--- src/rtl/bmp_pkg.sv ---
// ----------------------------------------------------------------------------
// bmp_pkg: shared types and constants of the bitmap upscale printer
// Line geometry, row store sizing, register indexes and the row command
// that travels from the byte front end to the line builder.
// ----------------------------------------------------------------------------
`default_nettype none

package bmp_pkg;

  localparam int LINE_DOTS  = 384;
  localparam int MAX_SCALE  = 8;
  localparam int ROW_BYTES  = 48;
  localparam int LINE_WORDS = (LINE_DOTS + 63) / 64;
  localparam int LINE_BITS  = LINE_WORDS * 64;
  localparam int LINE_PAD   = LINE_BITS - LINE_DOTS;

  localparam int BYTE_W   = $clog2(ROW_BYTES + 1);
  localparam int PX_W     = $clog2(ROW_BYTES * 8 + 1);
  localparam int DOT_W    = $clog2(LINE_DOTS + 1);
  localparam int SCALE_W  = 4;
  localparam int OFF_W    = 13;
  localparam int RUN_W    = OFF_W - 1;
  localparam int MEM_AW   = $clog2(2 * ROW_BYTES);
  localparam int WORD_IW  = 3;
  localparam int CFG_IW   = 2;
  localparam int CFG_DW   = 16;

  localparam logic [CFG_IW-1:0] REG_SOURCE_WIDTH  = 2'd0;
  localparam logic [CFG_IW-1:0] REG_SOURCE_HEIGHT = 2'd1;
  localparam logic [CFG_IW-1:0] REG_SCALE_FACTOR  = 2'd2;

  localparam logic [7:0] PIXEL_MSB = 8'h80;

  typedef struct packed {
    logic                    bank;
    logic [BYTE_W-1:0]       nbytes;
    logic [SCALE_W-1:0]      scale;
    logic signed [OFF_W-1:0] offset;
    logic                    image_end;
  } row_cmd_t;

  typedef struct packed {
    logic              en;
    logic [MEM_AW-1:0] addr;
    logic [7:0]        data;
  } mem_wr_t;

  function automatic logic [MEM_AW-1:0] mem_addr(input logic bank,
                                                 input logic [BYTE_W-1:0] idx);
    logic [MEM_AW-1:0] base;
    base = bank ? MEM_AW'(ROW_BYTES) : '0;
    return base + MEM_AW'(idx);
  endfunction

endpackage

`default_nettype wire

--- src/rtl/bitmap_upscale_center_printer.sv ---
// ----------------------------------------------------------------------------
// bitmap_upscale_center_printer: 1bpp row upscaler for a dot-line printer
// Source bytes enter on the slave stream, MSB leftmost, row after row. Each
// complete row goes out scale times as centered printer lines of six words.
//
// Registers are written on the cfg channel (index 0 width, 1 height,
// 2 scale); the user must write them only while the block is idle, which
// the block itself does not enforce; cfg_ready_o is always high. Bytes are
// accepted one per cycle while s_axis_tready_o is high. Two row banks let
// one row be received while the previous one is printed; s_axis_tready_o
// drops only when both banks hold rows not yet printed in full. Once a row
// is queued, the line builder leaves its idle state, then shifts the line
// in one dot per cycle, apart from a fetch step per source byte read and a
// skip step per clipped pixel when the picture is wider than the line. The
// words then follow at one per cycle, scale * 6 per row. A stall on
// m_axis_tready_i holds the output register and then the builder.
// Reset empties the row queue, clears the row and byte positions and loads
// width 384, height 1 and scale 1; the row store itself is not cleared.
// ----------------------------------------------------------------------------
`default_nettype none

module bitmap_upscale_center_printer (
  input  wire                         clk_i,
  input  wire                         rst_ni,
  input  wire                         cfg_valid_i,
  output logic                        cfg_ready_o,
  input  wire [bmp_pkg::CFG_IW-1:0]   cfg_index_i,
  input  wire [bmp_pkg::CFG_DW-1:0]   cfg_data_i,
  input  wire                         s_axis_tvalid_i,
  output logic                        s_axis_tready_o,
  input  wire [7:0]                   s_axis_tdata_i,   // [7:0] pixel_byte
  output logic                        m_axis_tvalid_o,
  input  wire                         m_axis_tready_i,
  output logic [71:0]                 m_axis_tdata_o,   // [63:0] line_word, [66:64] word_index
  output logic                        m_axis_tlast_o,   // last_of_line
  output logic                        m_axis_tuser_o    // [0] last_of_image
);

  logic                          queue_full;
  logic                          push;
  bmp_pkg::row_cmd_t             push_cmd;
  bmp_pkg::mem_wr_t              mem_wr;
  logic                          pop;
  logic                          head_valid;
  bmp_pkg::row_cmd_t             head_cmd;
  logic [63:0]                   out_word;
  logic [bmp_pkg::WORD_IW-1:0]   out_index;

  assign cfg_ready_o = 1'b1;

  bmp_front u_front (
    .clk_i        (clk_i),
    .rst_ni       (rst_ni),
    .cfg_valid_i  (cfg_valid_i),
    .cfg_index_i  (cfg_index_i),
    .cfg_data_i   (cfg_data_i),
    .byte_valid_i (s_axis_tvalid_i),
    .byte_data_i  (s_axis_tdata_i),
    .byte_ready_o (s_axis_tready_o),
    .queue_full_i (queue_full),
    .push_o       (push),
    .push_cmd_o   (push_cmd),
    .mem_wr_o     (mem_wr)
  );

  bmp_cmd_fifo u_queue (
    .clk_i        (clk_i),
    .rst_ni       (rst_ni),
    .push_i       (push),
    .push_cmd_i   (push_cmd),
    .full_o       (queue_full),
    .pop_i        (pop),
    .head_valid_o (head_valid),
    .head_cmd_o   (head_cmd)
  );

  bmp_back u_back (
    .clk_i            (clk_i),
    .rst_ni           (rst_ni),
    .mem_wr_i         (mem_wr),
    .head_valid_i     (head_valid),
    .head_cmd_i       (head_cmd),
    .pop_o            (pop),
    .out_valid_o      (m_axis_tvalid_o),
    .out_ready_i      (m_axis_tready_i),
    .out_word_o       (out_word),
    .out_index_o      (out_index),
    .out_last_line_o  (m_axis_tlast_o),
    .out_last_image_o (m_axis_tuser_o)
  );

  assign m_axis_tdata_o = {5'b00000, out_index, out_word};

endmodule

`default_nettype wire

--- src/rtl/bmp_cmd_fifo.sv ---
// ----------------------------------------------------------------------------
// bmp_cmd_fifo: two-entry row command queue
// Entry i owns row store bank i; an entry leaves only when its row has
// been printed in full, so a full queue means both banks are in use.
// ----------------------------------------------------------------------------
`default_nettype none

module bmp_cmd_fifo (
  input  wire               clk_i,
  input  wire               rst_ni,
  input  wire               push_i,
  input  bmp_pkg::row_cmd_t push_cmd_i,
  output logic              full_o,
  input  wire               pop_i,
  output logic              head_valid_o,
  output bmp_pkg::row_cmd_t head_cmd_o
);

  bmp_pkg::row_cmd_t entry_q [2];
  logic              wr_ptr_q, wr_ptr_d;
  logic              rd_ptr_q, rd_ptr_d;
  logic [1:0]        count_q, count_d;

  always_comb begin
    wr_ptr_d = wr_ptr_q ^ push_i;
    rd_ptr_d = rd_ptr_q ^ pop_i;
    count_d  = count_q;
    if (push_i && !pop_i) begin
      count_d = count_q + 2'd1;
    end else if (!push_i && pop_i) begin
      count_d = count_q - 2'd1;
    end
  end

  always_ff @(posedge clk_i or negedge rst_ni) begin
    if (!rst_ni) begin
      wr_ptr_q <= 1'b0;
      rd_ptr_q <= 1'b0;
      count_q  <= 2'd0;
    end else begin
      wr_ptr_q <= wr_ptr_d;
      rd_ptr_q <= rd_ptr_d;
      count_q  <= count_d;
    end
  end

  always_ff @(posedge clk_i) begin
    if (push_i) begin
      entry_q[wr_ptr_q] <= push_cmd_i;
    end
  end

  assign full_o       = count_q[1];
  assign head_valid_o = (count_q != 2'd0);
  assign head_cmd_o   = entry_q[rd_ptr_q];

endmodule

`default_nettype wire

--- src/rtl/bmp_front.sv ---
// ----------------------------------------------------------------------------
// bmp_front: byte intake and row classification
// Holds the configuration registers, stores incoming bytes into the free
// row bank and issues a row command with the line geometry at row end.
// ----------------------------------------------------------------------------
`default_nettype none

module bmp_front (
  input  wire                          clk_i,
  input  wire                          rst_ni,
  input  wire                          cfg_valid_i,
  input  wire [bmp_pkg::CFG_IW-1:0]    cfg_index_i,
  input  wire [bmp_pkg::CFG_DW-1:0]    cfg_data_i,
  input  wire                          byte_valid_i,
  input  wire [7:0]                    byte_data_i,
  output logic                         byte_ready_o,
  input  wire                          queue_full_i,
  output logic                         push_o,
  output bmp_pkg::row_cmd_t            push_cmd_o,
  output bmp_pkg::mem_wr_t             mem_wr_o
);

  logic [8:0]                   width_q;
  logic [15:0]                  height_q;
  logic [bmp_pkg::SCALE_W-1:0]  scale_q;
  logic [bmp_pkg::BYTE_W-1:0]   byte_pos_q, byte_pos_d;
  logic [15:0]                  row_pos_q, row_pos_d;
  logic                         bank_q, bank_d;

  logic                         accept;
  logic                         row_done;
  logic [5:0]                   raw_bytes;
  logic [bmp_pkg::BYTE_W-1:0]   nbytes;
  logic [bmp_pkg::SCALE_W-1:0]  scale;
  logic [15:0]                  height;
  logic                         image_end;
  logic [9:0]                   pix_prod;
  logic signed [bmp_pkg::OFF_W:0] diff;

  always_ff @(posedge clk_i or negedge rst_ni) begin
    if (!rst_ni) begin
      width_q  <= 9'(bmp_pkg::ROW_BYTES * 8);
      height_q <= 16'd1;
      scale_q  <= bmp_pkg::SCALE_W'(1);
    end else if (cfg_valid_i) begin
      unique case (cfg_index_i)
        bmp_pkg::REG_SOURCE_WIDTH:  width_q  <= cfg_data_i[8:0];
        bmp_pkg::REG_SOURCE_HEIGHT: height_q <= cfg_data_i[15:0];
        bmp_pkg::REG_SCALE_FACTOR:  scale_q  <= cfg_data_i[bmp_pkg::SCALE_W-1:0];
        default: ;
      endcase
    end
  end

  always_comb begin
    raw_bytes = width_q[8:3];
    if (raw_bytes == 6'd0) begin
      nbytes = bmp_pkg::BYTE_W'(1);
    end else if (raw_bytes > 6'(bmp_pkg::ROW_BYTES)) begin
      nbytes = bmp_pkg::BYTE_W'(bmp_pkg::ROW_BYTES);
    end else begin
      nbytes = bmp_pkg::BYTE_W'(raw_bytes);
    end

    if (scale_q == '0) begin
      scale = bmp_pkg::SCALE_W'(1);
    end else if (scale_q > bmp_pkg::SCALE_W'(bmp_pkg::MAX_SCALE)) begin
      scale = bmp_pkg::SCALE_W'(bmp_pkg::MAX_SCALE);
    end else begin
      scale = scale_q;
    end

    height    = (height_q == 16'd0) ? 16'd1 : height_q;
    image_end = ({1'b0, row_pos_q} + 17'd1) >= {1'b0, height};

    pix_prod = 10'(nbytes) * 10'(scale);
    diff     = $signed((bmp_pkg::OFF_W + 1)'(bmp_pkg::LINE_DOTS))
             - $signed({1'b0, (bmp_pkg::OFF_W)'({pix_prod, 3'b000})});
  end

  assign byte_ready_o = !queue_full_i;
  assign accept       = byte_valid_i && byte_ready_o;
  assign row_done     = ((bmp_pkg::BYTE_W + 1)'(byte_pos_q) + 1'b1)
                        >= (bmp_pkg::BYTE_W + 1)'(nbytes);

  always_comb begin
    byte_pos_d = byte_pos_q;
    row_pos_d  = row_pos_q;
    bank_d     = bank_q;
    if (accept) begin
      if (row_done) begin
        byte_pos_d = '0;
        row_pos_d  = image_end ? 16'd0 : row_pos_q + 16'd1;
        bank_d     = !bank_q;
      end else begin
        byte_pos_d = byte_pos_q + 1'b1;
      end
    end
  end

  always_ff @(posedge clk_i or negedge rst_ni) begin
    if (!rst_ni) begin
      byte_pos_q <= '0;
      row_pos_q  <= '0;
      bank_q     <= 1'b0;
    end else begin
      byte_pos_q <= byte_pos_d;
      row_pos_q  <= row_pos_d;
      bank_q     <= bank_d;
    end
  end

  assign push_o               = accept && row_done;
  assign push_cmd_o.bank      = bank_q;
  assign push_cmd_o.nbytes    = nbytes;
  assign push_cmd_o.scale     = scale;
  assign push_cmd_o.offset    = bmp_pkg::OFF_W'(diff >>> 1);
  assign push_cmd_o.image_end = image_end;

  assign mem_wr_o.en   = accept;
  assign mem_wr_o.addr = bmp_pkg::mem_addr(bank_q, byte_pos_q);
  assign mem_wr_o.data = byte_data_i;

endmodule

`default_nettype wire

--- src/rtl/bmp_back.sv ---
// ----------------------------------------------------------------------------
// bmp_back: line builder and word emitter
// Owns the two-bank row store, shifts the scaled and centered row into a
// line register one dot per cycle between fetches, then sends it scale times.
// ----------------------------------------------------------------------------
`default_nettype none

module bmp_back (
  input  wire                           clk_i,
  input  wire                           rst_ni,
  input  bmp_pkg::mem_wr_t              mem_wr_i,
  input  wire                           head_valid_i,
  input  bmp_pkg::row_cmd_t             head_cmd_i,
  output logic                          pop_o,
  output logic                          out_valid_o,
  input  wire                           out_ready_i,
  output logic [63:0]                   out_word_o,
  output logic [bmp_pkg::WORD_IW-1:0]   out_index_o,
  output logic                          out_last_line_o,
  output logic                          out_last_image_o
);

  typedef enum logic [6:0] {
    ST_IDLE  = 7'b0000001,
    ST_SKIP  = 7'b0000010,
    ST_LEAD  = 7'b0000100,
    ST_FETCH = 7'b0001000,
    ST_PIX   = 7'b0010000,
    ST_TAIL  = 7'b0100000,
    ST_EMIT  = 7'b1000000
  } back_state_e;

  logic [7:0] mem_q [2 * bmp_pkg::ROW_BYTES];
  logic [7:0] rd_q;

  back_state_e                   state_q, state_d;
  logic [bmp_pkg::LINE_DOTS-1:0] line_q, line_d;
  logic [bmp_pkg::DOT_W-1:0]     dot_q, dot_d;
  logic [bmp_pkg::RUN_W-1:0]     run_q, run_d;
  logic [bmp_pkg::PX_W-1:0]      px_q, px_d;
  logic [2:0]                    sub_q, sub_d;
  logic [bmp_pkg::SCALE_W-1:0]   rep_q, rep_d;
  logic [bmp_pkg::WORD_IW-1:0]   word_q, word_d;

  logic                          ov_q, ov_d;
  logic [63:0]                   ow_q;
  logic [bmp_pkg::WORD_IW-1:0]   oi_q;
  logic                          oll_q, oli_q;

  logic [bmp_pkg::PX_W-1:0]      pw;
  logic [bmp_pkg::SCALE_W-1:0]   s_last;
  logic                          dot_full;
  logic                          pix_bit;
  logic                          load;
  logic                          word_last, rep_last;
  logic [bmp_pkg::LINE_BITS-1:0] padded;
  logic [63:0]                   words [bmp_pkg::LINE_WORDS];
  logic [bmp_pkg::RUN_W-1:0]     neg_off;

  always_ff @(posedge clk_i) begin
    if (mem_wr_i.en) begin
      mem_q[mem_wr_i.addr] <= mem_wr_i.data;
    end
    rd_q <= mem_q[bmp_pkg::mem_addr(head_cmd_i.bank, px_q[bmp_pkg::PX_W-1:3])];
  end

  assign pw       = bmp_pkg::PX_W'({head_cmd_i.nbytes, 3'b000});
  assign s_last   = head_cmd_i.scale - 1'b1;
  assign dot_full = ((bmp_pkg::DOT_W + 1)'(dot_q) + 1'b1)
                    == (bmp_pkg::DOT_W + 1)'(bmp_pkg::LINE_DOTS);
  assign pix_bit  = |(rd_q & (bmp_pkg::PIXEL_MSB >> px_q[2:0]));
  assign neg_off  = bmp_pkg::RUN_W'(-head_cmd_i.offset);

  assign padded = bmp_pkg::LINE_BITS'(line_q) << bmp_pkg::LINE_PAD;

  always_comb begin
    for (int i = 0; i < bmp_pkg::LINE_WORDS; i++) begin
      words[i] = padded[bmp_pkg::LINE_BITS-1-64*i -: 64];
    end
  end

  assign word_last = (word_q == bmp_pkg::WORD_IW'(bmp_pkg::LINE_WORDS - 1));
  assign rep_last  = (rep_q == s_last);
  assign load      = (state_q == ST_EMIT) && (!ov_q || out_ready_i);

  always_comb begin
    state_d = state_q;
    line_d  = line_q;
    dot_d   = dot_q;
    run_d   = run_q;
    px_d    = px_q;
    sub_d   = sub_q;
    rep_d   = rep_q;
    word_d  = word_q;
    pop_o   = 1'b0;

    unique case (state_q)
      ST_IDLE: begin
        px_d   = '0;
        sub_d  = '0;
        dot_d  = '0;
        rep_d  = '0;
        word_d = '0;
        if (head_valid_i) begin
          if (head_cmd_i.offset < 0) begin
            run_d   = neg_off;
            state_d = ST_SKIP;
          end else if (head_cmd_i.offset > 0) begin
            run_d   = bmp_pkg::RUN_W'(head_cmd_i.offset);
            state_d = ST_LEAD;
          end else begin
            state_d = ST_FETCH;
          end
        end
      end
      ST_SKIP: begin
        if (run_q >= bmp_pkg::RUN_W'(head_cmd_i.scale)) begin
          run_d = run_q - bmp_pkg::RUN_W'(head_cmd_i.scale);
          px_d  = px_q + 1'b1;
        end else begin
          sub_d   = run_q[2:0];
          state_d = ST_FETCH;
        end
      end
      ST_LEAD: begin
        line_d = {line_q[bmp_pkg::LINE_DOTS-2:0], 1'b0};
        dot_d  = dot_q + 1'b1;
        run_d  = run_q - 1'b1;
        if (run_q == bmp_pkg::RUN_W'(1)) begin
          state_d = ST_FETCH;
        end
      end
      ST_FETCH: begin
        state_d = ST_PIX;
      end
      ST_PIX: begin
        line_d = {line_q[bmp_pkg::LINE_DOTS-2:0], pix_bit};
        dot_d  = dot_q + 1'b1;
        if (dot_full) begin
          state_d = ST_EMIT;
        end else if ({1'b0, sub_q} == s_last) begin
          sub_d = '0;
          px_d  = px_q + 1'b1;
          if ((px_q + 1'b1) == pw) begin
            state_d = ST_TAIL;
          end else if (px_q[2:0] == 3'd7) begin
            state_d = ST_FETCH;
          end
        end else begin
          sub_d = sub_q + 1'b1;
        end
      end
      ST_TAIL: begin
        line_d = {line_q[bmp_pkg::LINE_DOTS-2:0], 1'b0};
        dot_d  = dot_q + 1'b1;
        if (dot_full) begin
          state_d = ST_EMIT;
        end
      end
      ST_EMIT: begin
        if (load) begin
          if (word_last) begin
            word_d = '0;
            rep_d  = rep_q + 1'b1;
            if (rep_last) begin
              pop_o   = 1'b1;
              state_d = ST_IDLE;
            end
          end else begin
            word_d = word_q + 1'b1;
          end
        end
      end
      default: state_d = ST_IDLE;
    endcase
  end

  always_comb begin
    ov_d = ov_q;
    if (load) begin
      ov_d = 1'b1;
    end else if (out_ready_i) begin
      ov_d = 1'b0;
    end
  end

  always_ff @(posedge clk_i or negedge rst_ni) begin
    if (!rst_ni) begin
      state_q <= ST_IDLE;
      ov_q    <= 1'b0;
      dot_q   <= '0;
      run_q   <= '0;
      px_q    <= '0;
      sub_q   <= '0;
      rep_q   <= '0;
      word_q  <= '0;
    end else begin
      state_q <= state_d;
      ov_q    <= ov_d;
      dot_q   <= dot_d;
      run_q   <= run_d;
      px_q    <= px_d;
      sub_q   <= sub_d;
      rep_q   <= rep_d;
      word_q  <= word_d;
    end
  end

  always_ff @(posedge clk_i) begin
    line_q <= line_d;
    if (load) begin
      ow_q  <= words[word_q];
      oi_q  <= word_q;
      oll_q <= word_last;
      oli_q <= word_last && rep_last && head_cmd_i.image_end;
    end
  end

  assign out_valid_o      = ov_q;
  assign out_word_o       = ow_q;
  assign out_index_o      = oi_q;
  assign out_last_line_o  = oll_q;
  assign out_last_image_o = oli_q;

endmodule

`default_nettype wire
--- config.mk ---
export PLATFORM = sky130hd
export DESIGN_NAME = bitmap_upscale_center_printer
export DESIGN_NICKNAME = d
export VERILOG_FILES = /design/src/rtl/bmp_pkg.sv /design/src/rtl/bitmap_upscale_center_printer.sv /design/src/rtl/bmp_cmd_fifo.sv /design/src/rtl/bmp_front.sv /design/src/rtl/bmp_back.sv
export SDC_FILE = /design/constraint.sdc
export NUM_CORES = 1
export LEC_CHECK = 0
export BUFFER_PORTS_ARGS = -buffer_cell sky130_fd_sc_hd__buf_2
export CAP_MARGIN = 40
export CORE_AREA = 5 5 341 343
export DETAILED_ROUTE_END_ITERATION = 7
export DIE_AREA = 0 0 346 348
export GPL_TIMING_DRIVEN = 0
export PLACE_DENSITY = 0.65
export RECOVER_POWER = 50
export SETUP_SLACK_MARGIN = 0.05
export SLEW_MARGIN = 5
export SYNTH_ARGS = -nofsm -noshare
export SYNTH_HDL_FRONTEND = slang
export SYNTH_SLANG_ARGS = --single-unit
--- constraint.sdc ---
create_clock -name clk_i -period 23.9 [get_ports clk_i]
set_clock_uncertainty 0.15 [all_clocks]
set_input_delay 4.78 -clock clk_i [delete_from_list [all_inputs] [get_ports clk_i]]
set_output_delay 4.78 -clock clk_i [all_outputs]
set_load 0.01 [all_outputs]
After elaboration in Yosys (flattened, before gate mapping)
Memory sizes are Yosys's and may differ from the RTL's. A register that Yosys moved wholly into a read port is not among the register bits.
Cells that the tools add are included.
{"block": "op_classes", "add_sub_neg": 19, "reduce_logical": 38, "n_mux": 59, "multipliers": 1, "n_bitwise": 4, "n_lt_le_gt_ge": 8, "shifts": 1, "n_eq_ne": 29}
{"operator": "$pmux 384 s2", "count": 1}
{"operator": "$bmux 64 s3", "count": 1}
{"operator": "$mux 64", "count": 2}
{"operator": "$mux 7", "count": 12}
{"operator": "$pmux 7 s7", "count": 1}
{"operator": "$mux 12", "count": 4}
{"operator": "$pmux 12 s3", "count": 1}
{"operator": "$mux 16", "count": 2}
{"operator": "$mux 6", "count": 5}
{"operator": "$mux 9", "count": 3}
{"operator": "$pmux 9 s3", "count": 1}
{"operator": "$mux 4", "count": 5}
{"operator": "$add 9x1->9 const B", "count": 2}
{"operator": "$pmux 9 s2", "count": 1}
{"operator": "$add 16x1->17 const B", "count": 1}
{"operator": "$ge 17x16->1", "count": 1}
{"operator": "$add 16x1->16 const B", "count": 1}
{"operator": "$logic_not 16->1", "count": 1}
{"operator": "$mux 3", "count": 5}
{"operator": "$add 7x6->7", "count": 2}
{"operator": "$ne 2x1->1 const B", "count": 7}
{"operator": "$sub 9x13->14 const A", "count": 1}
{"operator": "$gt 13x1->1 const B", "count": 1}
{"operator": "$lt 13x1->1 const B", "count": 1}
{"operator": "other kinds (59)", "count": 97}
{"block": "word_totals", "inputBits": 31, "memories": 2, "wordCells": 183, "register_bits": 557, "ram_bits": 818, "output_inout_bits": 77}
{"memory": "u_back.mem_q", "depth": 96, "width": 8, "rd": 1, "rd_clocked_by_memory_dff": 1, "write_ports": 1, "line": "bmp_back.sv:33", "text": "logic [7:0] mem_q [2 * bmp_pkg::ROW_BYTES];"}
{"memory": "u_queue.entry_q", "depth": 2, "width": 25, "rd": 1, "rd_clocked_by_memory_dff": 0, "write_ports": 1, "line": "bmp_cmd_fifo.sv:19", "text": "bmp_pkg::row_cmd_t entry_q [2];"}

Longest topological paths before layout
An unclocked memory read counts as a cell.
{"block": "depth", "ltp_word": 10, "ltp_mapped": 16, "depth_no_buf": 16}

Cells and area by module
Synthesis repeated with hierarchy kept, for this count alone.
{"block": "hier_totals", "cells_unflattened": 3258, "hier_area_um2": 56779.5}
{"mod": "bmp_back", "n_inst": 1, "seq_area_each_um2": 38027.7, "area_each_um2": 50582.3, "cells_per_inst": 2722}
{"mod": "bmp_front", "n_inst": 1, "seq_area_each_um2": 1231.2, "area_each_um2": 4045.1, "cells_per_inst": 434}
{"mod": "bmp_cmd_fifo", "n_inst": 1, "seq_area_each_um2": 1601.5, "area_each_um2": 2099.5, "cells_per_inst": 94}
{"mod": "bitmap_upscale_center_printer", "n_inst": 1, "seq_area_each_um2": 0.0, "area_each_um2": 52.6, "cells_per_inst": 8}

Least setup slack after synthesis
No wires, ideal clock.
{"block": "synth_path", "path_kind": "reg2reg", "start": "register u_back.state_q[3]", "end": "register u_back.dot_q[7] in the netlist's numbering", "period_less_slack_ns": 10.475, "path_buffers": 1, "setup_time_ns": 0.140, "stages_incl_launch_ff": 9, "slack_ns": 13.425, "required_ns": 23.610, "t_arrival_ns": 10.185, "path_cell_list": "dfrtp_1 > nor3_1 > and3_1 > clkbuf_1 > a21oi_1 > inv_1 > nor2_1 > o21ai_0 > o41ai_1"}
{"block": "synth_between", "elab_chain_cells": 3, "elab_cells_between_ends": 7, "cone_classes": "eq/ne (4); mux (1); reduce/logical (2)"}
{"item": "from (decl)", "line": "bmp_back.sv:36", "text": "back_state_e state_q, state_d;"}
{"item": "from (signal assigned)", "line": "bmp_back.sv:198", "text": "state_q <= state_d;"}
{"item": "$eq 7x3->1 (tied with other cells)", "line": "bmp_back.sv:97", "text": "unique case (state_q)"}
{"item": "$reduce_or 3->1 (no source line)"}
{"item": "$pmux 9 s2 or $reduce_bool 2->1 (tied branches)"}
{"item": "to (signal assigned)", "line": "bmp_back.sv:200", "text": "dot_q <= dot_d;"}
{"item": "to (decl)", "line": "bmp_back.sv:38", "text": "logic [bmp_pkg::DOT_W-1:0] dot_q, dot_d;"}
Parallel ways exist; a longest one is shown, timed or not.
A chain may end at the register's enable or synchronous reset.

Final worst setup path
{"block": "layout_path", "start": "register u_back.state_q[3]", "end": "register u_back.line_q[156] in the netlist's numbering (enable)"}
{"block": "layout_between", "elab_chain_cells": 3, "elab_cells_between_ends": 5, "cone_classes": "eq/ne (3); reduce/logical (2)"}
{"item": "$eq 7x3->1 or $eq 7x6->1 (tied branches)", "line": "bmp_back.sv:97"}
{"item": "$reduce_or 2->1 (no source line)"}
{"item": "$reduce_bool 2->1 (no source line) (*)"}
{"item": "to (signal assigned)", "line": "bmp_back.sv:210", "text": "line_q <= line_d;"}
{"item": "to (decl)", "line": "bmp_back.sv:37", "text": "logic [bmp_pkg::LINE_DOTS-1:0] line_q, line_d;"}
Mark *: on every way between the ends. The rest lies on a longest branch, timed or not.

==> impl_metrics.json <==
{
  "synth_seq_cells": 1376,
  "syn2layout_area_growth_pct": 13.5,
  "vias": 28531,
  "synth-edff-count": 1267,
  "regToRegStartpoint": "u_back.state_q[3]",
  "dieArea_um2": 120000,
  "clk_pin_slew_worst_paths_ps": 60,
  "cts-buffers-inserted": 142,
  "crit_path_start": "u_back.state_q[3]",
  "period_share_pct": 54.1,
  "crit_path_max_fanout": 122,
  "slowest_stage": "sky130_fd_sc_hd__clkbuf_1",
  "grt-busiest-layer": "met2",
  "post-synth-top-area-fraction_pct": 68.2,
  "violated_checks": "capacitance limit, slew limit",
  "place.gp.congestion": 0.904,
  "groute.layer.met2.usage_pct": 32.6,
  "synthFlopType": "sky130_fd_sc_hd__edfxtp_1",
  "viasPerCell": 5.81,
  "grt_pass1_vias": 29647,
  "critical_path.startpoint_type": "flip-flop",
  "max_freq_ghz": 0.0774,
  "grt_pass1_wl_um": 183000,
  "asyncSetResetFlopFracSynth_pct": 7.34,
  "cp.arrival_ps": 12950,
  "worst_slew_margin_rel_pct": -292,
  "p_leak_nw": 19.9,
  "critical_path.endpoint_type": "flip-flop",
  "run_status": "finished with violations",
  "clock_tree.htree_level_count": 4,
  "clk_path_buf_depth": 3,
  "floorplan.initialDensity_pct": 49.3,
  "holdCritPathClass": "reg2reg",
  "finish.cell_count_without_fillers": 4912,
  "wl_per_cell_um": 24.2,
  "synth_top_cells_by_area": "sky130_fd_sc_hd__edfxtp_1 (68%), sky130_fd_sc_hd__mux4_2 (12%), sky130_fd_sc_hd__dfrtp_1 (4.3%), sky130_fd_sc_hd__mux2i_1 (1.9%), sky130_fd_sc_hd__ha_1 (1.4%)",
  "drive_above_1_share_pct": 21.1,
  "worstHoldStart": "u_back.line_q[333]",
  "drt_drc_violations_left": 0,
  "num-nets-final": 3389,
  "fin_crit_ps": 12920,
  "critPathMostFrequentCell": "sky130_fd_sc_hd__clkbuf_1",
  "clkLatencyLatePin_ps": 760,
  "cts-resized-gates": 0,
  "die_w_um": 346,
  "total_count_of_max_transition_violations_in_the_final_report": 998,
  "fin_worst_hold_slack_ps": 287,
  "synth-warning-count": 0,
  "hpwlAfterDp_um": 79400,
  "antenna_violating_nets_left": 0,
  "crit_chain": "nor3_1 -> and3_1 -> clkbuf_1 -> a21oi_1 -> clkinvlp_2 -> clkbuf_1 -> clkbuf_1",
  "postCtsHoldBufs": 0,
  "grtUsageTotal_pct": 19.7,
  "part_of_the_yosys_area_used_for_sequential_elements_pct": 73.0,
  "initialDrtViolationCount": 2373,
  "grt_setup_unrepaired": "no",
  "fillCellCount": 8506,
  "synthDistinctLibCells": 82,
  "setup_viol_count_final": 0,
  "ctsRootBufferMaster": "sky130_fd_sc_hd__clkbuf_16",
  "drt_pre_antenna_iters": 5,
  "netlist_instances": 2994,
  "worstPathRequired_ps": 23930,
  "design.core.area_um2": 113000,
  "synthesis.area_um2": 55800,
  "clock_sinks": 1376,
  "drv.max_cap_violation_count": 14,
  "peak_vdd_ir_v": 0.0000685,
  "port_buffers": 101,
  "final-hold-violation-count": 0,
  "globalRouteOverflowTotal": 0,
  "cp_slowest_stage_delay_ps": 4360,
  "io_pins": 108,
  "power_density_nw_per_um2": 88.6,
  "antenna_violations_before_repair": 0,
  "synthDominantAreaCellType": "sky130_fd_sc_hd__edfxtp_1",
  "cts_setup_buffers": 0,
  "die_h_um": 348,
  "grt_start_max_net_pins": 123,
  "wirelength_um": 119000,
  "grt_use_met1_pct": 27.0,
  "n_antenna_cell": 0,
  "avgSynthCellArea_um2": 18.6,
  "totalNegativeSetupSlack_ps": 0,
  "place.detailed.instances": 4650,
  "grt_use_met3_pct": 3.82,
  "placement.cell_area_um2": 58800,
  "worst_slew_pin_slew_ps": 5880,
  "postLayoutCellArea_um2": 63300,
  "tritoncts_clock_tree": "done",
  "placement_rows": 124,
  "worstSetupPathType": "reg2reg"
}
==> cells by family (layout without fill, tap and decap cells) <==
group                      Yosys count  count (layout)  share of synthesized area (%)
other                                2               6                         0.0135
AOI/OAI and AO/OA                  303             303                           3.46
muxes                              445             445                           14.7
buffers and inverters              271             673                           2.08
adders and majority gates           75              75                           1.82
and+or+nand+nor                    455             455                           3.80
DFF                               1376            1376                           73.0
xor gates and xnor gates            67              67                           1.10
==> worst paths after layout <==
kind | endpoint | slack (ps) | cells after the start
hold / removal | u_back.line_q[334] | 290 | 0
max in group asynchronous | u_back.px_q[8] | 14840 | 2
setup reg to reg | u_back.line_q[156] | 10980 | 7
hold reg to reg | u_back.line_q[334] | 290 | 0
min in group asynchronous | u_front.height_q[9] | 4680 | 1
setup / recovery | u_back.line_q[156] | 10980 | 7
==> where the power goes <==
part	leakage, nW	internal, W	total, W	switching, W
clock network	2.29	0.00132	0.00223	0.000913
logic	5.94	0.000146	0.000522	0.000375
registers	11.6	0.00281	0.00285	0.0000480
==> flip-flops by register name (all words and copies together) (netlist names), 7 cells and up <==
signal,count
u_queue.entry_q,46
u_back.dot_q,9
u_back.rd_q,8
u_front.row_pos_q,16
u_back.run_q,12
u_front.height_q,16
u_back.out_word_o,64
u_back.px_q,9
u_back.mem_q,768
u_back.state_q,7
u_back.line_q,384
==> routing by layer <==
metal	vias to the layer above	wire, um
li1	12540	-
met1	14755	49200
met2	1021	58900
met3	215	7540
met4	0	3080
met5	-	0
==> cells in the final DEF (no fill, tap or decap), types with 71 or more instances in the layout <==
master                         n
sky130_fd_sc_hd__edfxtp_1   1267
sky130_fd_sc_hd__buf_2       114
sky130_fd_sc_hd__nor2_1      176
sky130_fd_sc_hd__clkbuf_16   147
sky130_fd_sc_hd__o22ai_1      71
sky130_fd_sc_hd__nand2_1     107
sky130_fd_sc_hd__inv_1       122
sky130_fd_sc_hd__mux2i_1     105
sky130_fd_sc_hd__clkbuf_1    140
sky130_fd_sc_hd__o21ai_0      73
sky130_fd_sc_hd__mux4_2      296
sky130_fd_sc_hd__dfrtp_1      96
==> critical path: cells and delay by family, from the launching register on <==
kind / cells / cell delay [ps]
buf+inv: 4 / 10670
simple gates: 2 / 680
flops: 1 / 470
compound gates: 1 / 200
==> Yosys cell counts (4+ instances only) <==
cell                       count
sky130_fd_sc_hd__nor2_1      176
sky130_fd_sc_hd__a22oi_1      10
sky130_fd_sc_hd__dfrtp_1      96
sky130_fd_sc_hd__nand2b_1     10
sky130_fd_sc_hd__dfxtp_1       8
sky130_fd_sc_hd__a21o_1       14
sky130_fd_sc_hd__a22o_1        8
sky130_fd_sc_hd__o21ai_1      11
sky130_fd_sc_hd__ha_1         62
sky130_fd_sc_hd__nor3_1       27
sky130_fd_sc_hd__xnor2_1      40
sky130_fd_sc_hd__nor4_1       10
sky130_fd_sc_hd__inv_1       124
sky130_fd_sc_hd__o22ai_1      71
sky130_fd_sc_hd__o21ai_0      71
sky130_fd_sc_hd__fa_1         11
sky130_fd_sc_hd__xor2_1       25
sky130_fd_sc_hd__o21bai_1      6
sky130_fd_sc_hd__and3_1       24
sky130_fd_sc_hd__a21oi_1      46
sky130_fd_sc_hd__a31oi_1       9
sky130_fd_sc_hd__nor2b_1      18
sky130_fd_sc_hd__a211oi_1      7
sky130_fd_sc_hd__nand3_1      34
sky130_fd_sc_hd__mux4_2      296
sky130_fd_sc_hd__and2_1       13
sky130_fd_sc_hd__buf_4        19
sky130_fd_sc_hd__o211ai_1      4
sky130_fd_sc_hd__nand2_1     107
sky130_fd_sc_hd__mux2i_1     105
sky130_fd_sc_hd__edfxtp_1   1267
sky130_fd_sc_hd__dfstp_2       5
sky130_fd_sc_hd__clkbuf_1     78
sky130_fd_sc_hd__buf_1        17
sky130_fd_sc_hd__nand4_1      12
sky130_fd_sc_hd__mux2_2       43
sky130_fd_sc_hd__buf_6         5
sky130_fd_sc_hd__a222oi_1      4
sky130_fd_sc_hd__buf_2        27
sky130_fd_sc_hd__o31ai_1      11
==> through the flow <==
stage                     utilization, %  power, W  setup slack [ps]
final                               55.9   0.00561             10980
after global routing                55.9   0.00583              9740
after CTS                           56.1   0.00564             17000
after detailed placement            51.9   0.00341             16170
after global placement              51.4   0.00347             10400
after floorplan                        -   0.00331             13430
==> area by class of cell <==
cell class	count	area, um^2	area share [%]
Sequential cell	1376	40700	64.3
Clock buffer	174	3800	6.00
Tap cell	1512	1890	2.99
Clock inverter	85	938	1.48
Multi-Input combinational cell	1351	13900	22.0
Inverter	125	473	0.747
Buffer	146	662	1.05
Timing Repair Buffer	143	926	1.46
(Power assumes the default switching activity.)
